File: src/hw/rtl/smas_pkg.sv
// ----------------------------------------------------------------------------
// smas_pkg
// Shared types and constants of the sensor moving-average statistics block.
// ----------------------------------------------------------------------------
`default_nettype none

package smas_pkg;

  localparam int unsigned WinLen    = 8;
  localparam int unsigned SlotW     = (WinLen > 1) ? $clog2(WinLen) : 1;
  localparam int unsigned CodeW     = 10;
  localparam int unsigned OffsetW   = 11;
  localparam int unsigned ModeW     = 3;
  localparam int unsigned TotalW    = 32;
  localparam int unsigned SumW      = CodeW + $clog2(WinLen);
  localparam int unsigned InDataW   = 16;
  localparam int unsigned OutDataW  = 120;
  localparam logic [CodeW-1:0]  MaxCode  = '1;
  localparam logic [TotalW-1:0] TotalMax = '1;

  typedef enum logic [ModeW-1:0] {
    MODE_SAMPLE       = 3'd0,
    MODE_TICK         = 3'd1,
    MODE_DAY_RST      = 3'd2,
    MODE_PERIOD_RST   = 3'd3,
    MODE_PER_TOT_RST  = 3'd4
  } mode_e;

  typedef struct packed {
    logic [TotalW-1:0] period_total;
    logic [TotalW-1:0] day_total;
    logic [CodeW-1:0]  period_min;
    logic [CodeW-1:0]  period_max;
    logic [CodeW-1:0]  day_min;
    logic [CodeW-1:0]  day_max;
    logic [CodeW-1:0]  average;
  } result_t;

endpackage

`default_nettype wire

File: src/hw/rtl/sensor_moving_average_stats.sv
// ----------------------------------------------------------------------------
// sensor_moving_average_stats
// Boxcar moving average over a sample ring with day and period min/max/totals.
// ----------------------------------------------------------------------------
// One transfer in, one result out, one item per cycle sustained while the
// output is not stalled. An item is accepted at the input and its window
// entry is read from the ring memory into a register; when the item moves
// on, the sum, average, min/max and totals are updated, the entry is written
// back and the result is loaded into the output register. The first sample
// after reset stands for the whole window through a fill value until the
// ring has wrapped once, so no clearing pass is needed. The input is ready
// whenever the output register is empty or being taken.
`default_nettype none

module sensor_moving_average_stats
  import smas_pkg::*;
(
  input  wire                   clk_i,
  input  wire                   rst_ni,
  input  wire                   cfg_we_i,
  input  wire  [OffsetW-1:0]    cfg_wdata_i,   // sample_offset, signed
  input  wire                   s_axis_tvalid,
  output logic                  s_axis_tready,
  input  wire  [InDataW-1:0]    s_axis_tdata,  // [9:0] raw_sample
  input  wire  [ModeW-1:0]      s_axis_tuser,  // [2:0] mode
  output logic                  m_axis_tvalid,
  input  wire                   m_axis_tready,
  output logic [OutDataW-1:0]   m_axis_tdata   // average, day_max, day_min,
                                               // period_max, period_min,
                                               // day_total, period_total
);

  logic                    advance;
  logic                    in_xfer;
  logic [OffsetW-1:0]      offset_q;
  logic signed [CodeW+1:0] offs_sum;
  logic [CodeW-1:0]        samp_v;
  mode_e                   in_mode;

  logic                    first_pend_q;
  logic                    wrapped_q;
  logic [SlotW-1:0]        slot_q;
  logic [CodeW-1:0]        fill_q;

  logic [CodeW-1:0]        win_mem_q [WinLen];
  logic [CodeW-1:0]        rd_data_q;

  logic                    s1_valid_q;
  mode_e                   s1_mode_q;
  logic [CodeW-1:0]        s1_samp_q;
  logic [SlotW-1:0]        s1_slot_q;
  logic                    s1_first_q;
  logic                    s1_mem_q;
  logic                    s1_fire;

  logic [SumW-1:0]         sum_q, sum_d;
  logic [CodeW-1:0]        avg_q, avg_d;
  logic [CodeW-1:0]        dmax_q, dmax_d, dmin_q, dmin_d;
  logic [CodeW-1:0]        pmax_q, pmax_d, pmin_q, pmin_d;
  logic [TotalW-1:0]       dtot_q, dtot_d, ptot_q, ptot_d;
  logic [CodeW-1:0]        old_v;
  logic [SumW-1:0]         sum_upd;
  logic [SumW:0]           sum_rnd;
  logic [CodeW-1:0]        avg_upd;
  logic [TotalW:0]         dtot_add, ptot_add;

  logic                    out_valid_q;
  result_t                 out_q;

  assign advance       = !out_valid_q || m_axis_tready;
  assign s_axis_tready = advance;
  assign in_xfer       = s_axis_tvalid && advance;
  assign s1_fire       = s1_valid_q && advance;
  assign in_mode       = mode_e'(s_axis_tuser);

  // offset and clamp
  assign offs_sum = $signed({2'b00, s_axis_tdata[CodeW-1:0]})
                  + $signed({offset_q[OffsetW-1], offset_q});
  always_comb begin
    if (offs_sum < 0) begin
      samp_v = '0;
    end else if (offs_sum > $signed({2'b00, MaxCode})) begin
      samp_v = MaxCode;
    end else begin
      samp_v = offs_sum[CodeW-1:0];
    end
  end

  always_ff @(posedge clk_i or negedge rst_ni) begin
    if (!rst_ni) begin
      offset_q <= '0;
    end else if (cfg_we_i) begin
      offset_q <= cfg_wdata_i;
    end
  end

  // ring control at acceptance
  always_ff @(posedge clk_i or negedge rst_ni) begin
    if (!rst_ni) begin
      first_pend_q <= 1'b1;
      wrapped_q    <= 1'b0;
      slot_q       <= '0;
    end else if (in_xfer && in_mode == MODE_SAMPLE) begin
      if (first_pend_q) begin
        first_pend_q <= 1'b0;
      end else begin
        if (slot_q == SlotW'(WinLen - 1)) begin
          slot_q    <= '0;
          wrapped_q <= 1'b1;
        end else begin
          slot_q <= slot_q + 1'b1;
        end
      end
    end
  end

  always_ff @(posedge clk_i) begin
    if (in_xfer && in_mode == MODE_SAMPLE && first_pend_q) begin
      fill_q <= samp_v;
    end
  end

  // ring memory: read at acceptance, write back when the item completes
  always_ff @(posedge clk_i) begin
    if (in_xfer) begin
      rd_data_q <= win_mem_q[slot_q];
    end
    if (s1_fire && s1_mode_q == MODE_SAMPLE && !s1_first_q) begin
      win_mem_q[s1_slot_q] <= s1_samp_q;
    end
  end

  always_ff @(posedge clk_i or negedge rst_ni) begin
    if (!rst_ni) begin
      s1_valid_q <= 1'b0;
    end else if (advance) begin
      s1_valid_q <= s_axis_tvalid;
    end
  end

  always_ff @(posedge clk_i) begin
    if (in_xfer) begin
      s1_mode_q  <= in_mode;
      s1_samp_q  <= samp_v;
      s1_slot_q  <= slot_q;
      s1_first_q <= first_pend_q;
      s1_mem_q   <= wrapped_q;
    end
  end

  // update
  assign old_v    = s1_mem_q ? rd_data_q : fill_q;
  assign sum_upd  = sum_q - SumW'(old_v) + SumW'(s1_samp_q);
  assign sum_rnd  = {1'b0, sum_upd} + (SumW+1)'(WinLen / 2);
  assign avg_upd  = CodeW'(sum_rnd / WinLen);
  assign dtot_add = {1'b0, dtot_q} + (TotalW+1)'(avg_q);
  assign ptot_add = {1'b0, ptot_q} + (TotalW+1)'(avg_q);

  always_comb begin
    sum_d  = sum_q;
    avg_d  = avg_q;
    dmax_d = dmax_q;
    dmin_d = dmin_q;
    pmax_d = pmax_q;
    pmin_d = pmin_q;
    dtot_d = dtot_q;
    ptot_d = ptot_q;
    unique case (s1_mode_q)
      MODE_SAMPLE: begin
        if (s1_first_q) begin
          sum_d = SumW'(s1_samp_q) * SumW'(WinLen);
        end else begin
          sum_d = sum_upd;
          avg_d = avg_upd;
          if (dmax_q < avg_upd) begin
            dmax_d = avg_upd;
          end else if (dmin_q > avg_upd) begin
            dmin_d = avg_upd;
          end
          if (pmax_q < avg_upd) begin
            pmax_d = avg_upd;
          end else if (pmin_q > avg_upd) begin
            pmin_d = avg_upd;
          end
        end
      end
      MODE_TICK: begin
        dtot_d = dtot_add[TotalW] ? TotalMax : dtot_add[TotalW-1:0];
        ptot_d = ptot_add[TotalW] ? TotalMax : ptot_add[TotalW-1:0];
      end
      MODE_DAY_RST: begin
        dmax_d = avg_q;
        dmin_d = avg_q;
        dtot_d = '0;
      end
      MODE_PERIOD_RST: begin
        pmax_d = avg_q;
        pmin_d = avg_q;
        ptot_d = '0;
      end
      MODE_PER_TOT_RST: begin
        ptot_d = '0;
      end
      default: begin
      end
    endcase
  end

  always_ff @(posedge clk_i or negedge rst_ni) begin
    if (!rst_ni) begin
      sum_q  <= '0;
      avg_q  <= '0;
      dmax_q <= '0;
      dmin_q <= MaxCode;
      pmax_q <= '0;
      pmin_q <= MaxCode;
      dtot_q <= '0;
      ptot_q <= '0;
    end else if (s1_fire) begin
      sum_q  <= sum_d;
      avg_q  <= avg_d;
      dmax_q <= dmax_d;
      dmin_q <= dmin_d;
      pmax_q <= pmax_d;
      pmin_q <= pmin_d;
      dtot_q <= dtot_d;
      ptot_q <= ptot_d;
    end
  end

  // output register
  always_ff @(posedge clk_i or negedge rst_ni) begin
    if (!rst_ni) begin
      out_valid_q <= 1'b0;
    end else if (advance) begin
      out_valid_q <= s1_valid_q;
    end
  end

  always_ff @(posedge clk_i) begin
    if (s1_fire) begin
      out_q.average      <= avg_d;
      out_q.day_max      <= dmax_d;
      out_q.day_min      <= dmin_d;
      out_q.period_max   <= pmax_d;
      out_q.period_min   <= pmin_d;
      out_q.day_total    <= dtot_d;
      out_q.period_total <= ptot_d;
    end
  end

  assign m_axis_tvalid = out_valid_q;
  assign m_axis_tdata  = {(OutDataW - $bits(result_t))'(0), out_q};

endmodule

`default_nettype wire

File: config.mk
export PLATFORM = sky130hd
export DESIGN_NAME = sensor_moving_average_stats
export DESIGN_NICKNAME = d
export VERILOG_FILES = /design/src/hw/rtl/smas_pkg.sv /design/src/hw/rtl/sensor_moving_average_stats.sv
export SDC_FILE = /design/constraint.sdc
export NUM_CORES = 1
export LEC_CHECK = 0
export ABC_CLOCK_PERIOD_IN_PS = 6400
export BUFFER_PORTS_ARGS = -buffer_cell sky130_fd_sc_hd__buf_2
export CAP_MARGIN = 15
export CORE_MARGIN = 3
export CORE_UTILIZATION = 40
export CTS_BUF_LIST = sky130_fd_sc_hd__clkbuf_4 sky130_fd_sc_hd__clkbuf_8
export CTS_CLUSTER_SIZE = 20
export DETAILED_ROUTE_END_ITERATION = 16
export HOLD_SLACK_MARGIN = 0.1
export PLACE_DENSITY = 0.63
export SLEW_MARGIN = 20
export SYNTH_ARGS = -nofsm -noshare
export SYNTH_HDL_FRONTEND = slang
export SYNTH_SLANG_ARGS = --single-unit
File: constraint.sdc
create_clock -name clk_i -period 6.4 [get_ports clk_i]
set_clock_uncertainty 0.1 [all_clocks]
set_input_delay 0.64 -clock clk_i [delete_from_list [all_inputs] [get_ports clk_i]]
set_output_delay 0.64 -clock clk_i [all_outputs]
set_load 0.03 [all_outputs]
==> results.txt <==
----------------------------------------------------
[STA]
  Final Max Tran Viols ... 0
  Timing-limited maximum frequency ... 164 MHz
  Hold violation count in the final report ... 0
  Finish-stage setup viols ... 0
  Worst-Margin Slew ... approximately 1.1 ns
  Portion of the clock cycle consumed by the worst path in the final layout ... 95.4%
  Post-layout min period ... 6.11 ns
  Worst path setup slack after routing ... between 0.2 and 0.3 ns
  Setup repair after global routing missed its margin ... true
  Final hold slack ... 0.213 ns
  Worst rel slew slack ... 25.2%

[Synthesis]
  Complex-gate fraction of the synthesized area ... 18.6%
  Post-synthesis instance area ... a little under 20,000 sq um
  Multiplexer share of the synthesized area ... 5.10%
  Xor-xnor portion of the synthesized cell area ... 1.85%
  Synthesis-stage register bit count ... 377
  Unique cell type count in the Yosys netlist ... 82
  Arithmetic-cell share of the synthesized area counting full adders, half adders and majority gates ... 6.17%
  Total of warnings raised by yosys ... 0
  Number of flops mapped to enable cells by yosys ... 232
  Ranking of synthesized cells by area ... sky130_fd_sc_hd__edfxtp_1, sky130_fd_sc_hd__dfrtp_1, sky130_fd_sc_hd__o21ai_0
  Share of synthesized flip-flops with an asynchronous set or reset ... 38.5%
  Most common flop cell mapped by yosys ... sky130_fd_sc_hd__edfxtp_1
  Largest family of logic cells by synthesized area ... compound AO/OA/AOI/OAI gates
  Register area share after synthesis ... roughly 53%
  Cell type contributing the most total cell area after synthesis ... sky130_fd_sc_hd__edfxtp_1
  Number of standard cells after synthesis ... 1,823
  Mean Syn Cell Area ... 10.9 sq um
  Portion of synthesized cell area occupied by the leading cell type ... 35.1%
  Simple-gate share of the synthesized area ... between 10% and 20%

[Global routing]
  Top Usage Layer GRT ... met2
  GRT Total Usage ... about a fifth
  Met3 capacity usage during global routing ... 4.42%
  Antenna violations before repair ... 0
  Global-route wire length before repair ... 84,000 um
  Via count of the first global-routing pass ... 15.0k
  Overflow left after global routing ... 0
  Global-route met2 utilization ... between 30% and 40%
  Largest net degree at the start of global routing ... between 90 and 100
  Routing usage on met1 ... 27.3%

[Finish]
  Most common library cell in the layout ignoring fill and taps ... sky130_fd_sc_hd__edfxtp_1
  Top library cells by usage in the layout, fill and taps aside ... sky130_fd_sc_hd__edfxtp_1, sky130_fd_sc_hd__o21ai_0, sky130_fd_sc_hd__nand2_1, sky130_fd_sc_hd__buf_2, sky130_fd_sc_hd__dfrtp_1
  Ant diodes ... 0
  Fraction of final layout cells with drive strength greater than 1 ... between 20% and 30%
  Synth-to-layout area growth ... 16.3%
  Final net count ... 2,134

[Routing]
  Wire per inst ... approximately 19 um
  Starting DRC count in detailed routing ... 1,520
  Overall via count from detail_route ... 15.6k
  Initial DRT Pass Iterations ... 6
  DRC violation count after routing ... 0
  Via-to-Cell Ratio ... around 5.7
  Remaining number of nets flagged by the antenna check after routing ... 0
  Routed WL ... between 50,000 and 60,000 um

[Critical path]
  End of the worst register-to-register path ... m_axis_tdata[47]$_DFFE_PP_
  R2R Path Start ... s1_mem_q$_DFFE_PP_
  Arrival time at the worst endpoint ... 6.37 ns
  First element of the critical path ... s1_mem_q$_DFFE_PP_
  Worst Path Required ... 6.66 ns
  CP endpoint kind ... flop
  Depth of the worst register-to-register path ... 23
  Internal reg-to-reg setup slack ... roughly 0.3 ns
  Maximum fanout along the worst path ... 8
  Critical setup path kind ... reg2reg
  Sort of element at the start of the critical path ... flop

[Die]
  Floorplan row count ... 81
  Die Outline Area ... 52,400 sq um
  Vertical die dimension ... 229 um
  Placeable Area ... 49,000 sq um
  Horizontal die dimension ... 229 um
  Initial cell density of the core ... about two fifths
  Boundary Pins ... 157

[Place]
  Count of input and output buffers ... 144
  Placer Congestion ... between 0.8 and 0.9
  Post-Place Worst Slack ... around 0.17 ns
  HPWL after detailed placement ... 35,100 um

[Clocking]
  TritonCTS clock tree ... done
  Number of H-tree branching levels ... 3
  Buffers from clock root to sink, at most ... 3
  Clock latency of the later-clocked register in the worst-skew pair ... 0.66 ns
  Inserted Clock Buffers ... 68
  Sink Count ... about 380
  Clock transition at the registers of the reported paths ... roughly 0.06 ns
  Clk root buf ... sky130_fd_sc_hd__clkbuf_8

[Pwr]
  Power density over the cells ... 575 nW/um^2
  IR drop worst, VDD ... about 440 uV
  Total leakage power ... between 0.009 and 0.01 uW

[Worst hold path]
  Endpoint with the worst hold slack ... s1_valid_q$_DFFE_PN0N_
  Critical hold path startpoint ... s_axis_tvalid
  Worst hold-check path type ... in2reg
  Hold Path Cell Cnt ... 3

[Outcome]
  Status ... complete, no violations

[Run]
  Max_cap viols ... 0

----------------------------------------------------
## final cells by class
type                       count  area, sq um
fill                        4457        25800
sequential                   377        10600
multi-input combinational   1249         8580
timing repair buffer         217         1330
clock buffer                  93         1160
tap                          664          831
inverter                     101          384
clock inverter                33          206
## report_power, final
group	internal (uW)	switching (uW)
Sequential	3250	573
Combinational	2890	4290
Clock	1230	1050
## worst max-delay path: stages, from the launching register on
cell	delay, ns
sky130_fd_sc_hd__edfxtp_1	0.43
sky130_fd_sc_hd__buf_12	0.16
sky130_fd_sc_hd__mux2_2	0.37
sky130_fd_sc_hd__fa_1	0.49
sky130_fd_sc_hd__inv_1	0.04
sky130_fd_sc_hd__ha_1	0.37
sky130_fd_sc_hd__a211oi_2	0.29
sky130_fd_sc_hd__nor2_1	0.12
sky130_fd_sc_hd__xor2_2	0.24
sky130_fd_sc_hd__and4_1	0.27
sky130_fd_sc_hd__and2_1	0.16
sky130_fd_sc_hd__xor2_1	0.26
sky130_fd_sc_hd__inv_1	0.20
sky130_fd_sc_hd__buf_4	0.19
sky130_fd_sc_hd__ha_1	0.27
sky130_fd_sc_hd__a21o_1	0.10
sky130_fd_sc_hd__a21oi_1	0.09
sky130_fd_sc_hd__maj3_1	0.37
sky130_fd_sc_hd__a211oi_1	0.34
sky130_fd_sc_hd__a32oi_1	0.19
sky130_fd_sc_hd__a21oi_2	0.26
sky130_fd_sc_hd__buf_4	0.21
sky130_fd_sc_hd__mux2i_1	0.20
sky130_fd_sc_hd__o21ai_1	0.10
## registers in the layout (all words and copies together), names as in the netlist, 10 cells and up
name and count:
ptot_q 32, dmax_q 10, pmax_q 10, avg_q 10, m_axis_tdata 114, fill_q 10, sum_q 13, offset_q 11
dmin_q 10, dtot_q 32, win_mem_q 80, rd_data_q 10, s1_samp_q 10, pmin_q 10
## synthesized netlist by cell type (26+ instances only)
cell	count
sky130_fd_sc_hd__o21ai_0	193
sky130_fd_sc_hd__xnor2_1	31
sky130_fd_sc_hd__a22oi_1	40
sky130_fd_sc_hd__a21oi_1	101
sky130_fd_sc_hd__nand2_1	179
sky130_fd_sc_hd__and3_1	26
sky130_fd_sc_hd__edfxtp_1	232
sky130_fd_sc_hd__nand3_1	40
sky130_fd_sc_hd__clkbuf_1	80
sky130_fd_sc_hd__dfrtp_1	124
sky130_fd_sc_hd__mux2_2	30
sky130_fd_sc_hd__o21a_1	28
sky130_fd_sc_hd__nor2_1	109
sky130_fd_sc_hd__ha_1	72
sky130_fd_sc_hd__a221o_1	32
sky130_fd_sc_hd__inv_1	100
## worst max-delay path by stage
stage                     slack, ns                    endpoint
final                          0.29  m_axis_tdata[47]$_DFFE_PP_
after global routing          -0.06  m_axis_tdata[48]$_DFFE_PP_
after CTS                      0.14       pmin_q[5]$_DFFE_PN1P_
after detailed placement       0.17       pmin_q[4]$_DFFE_PN1P_
after global placement         0.29       pmin_q[5]$_DFFE_PN1P_
after floorplan                0.22  m_axis_tdata[10]$_DFFE_PP_
## stage by stage
step	setup TNS [ns]	total power [uW]	util (%)	instances	area [sq um]
final	0	13300	47.2	2734	23100
after global routing	-0.366	14300	47.2	2734	23100
after CTS	0	13200	47.1	2733	23000
after detailed placement	0	10900	44.0	2592	21500
after global placement	0	10700	44.0	2592	21500
after floorplan	0	8350	-	1828	19900
## kinds of logic after synthesis
kind of cell / count (synthesis)
compound gates: 577
xor+xnor: 42
fa+ha+maj: 91
buf+inv: 202
flops: 377
mux: 72
other cells: 1
simple gates: 461
## repair_timing
| action | CTS | global route |
|---|---|---|
| gates resized for setup | 0 | 10 |
| setup endpoints to repair | 0 | 47 |
| setup buffers | 0 | 1 |
| endpoints found under the hold margin | 85 | 0 |
| hold buffers | 15 | 0 |
## layer usage
metal | vias to the layer above | part of all wire [%] | wire [um]
li1 | 7182 | - | -
met5 | - | 0 | 0
met1 | 7616 | 43 | 22900
met2 | 639 | 46 | 24200
met4 | 0 | 3.2 | 1720
met3 | 115 | 7.7 | 4100
Note: power is estimated with default switching activity, not from simulation.
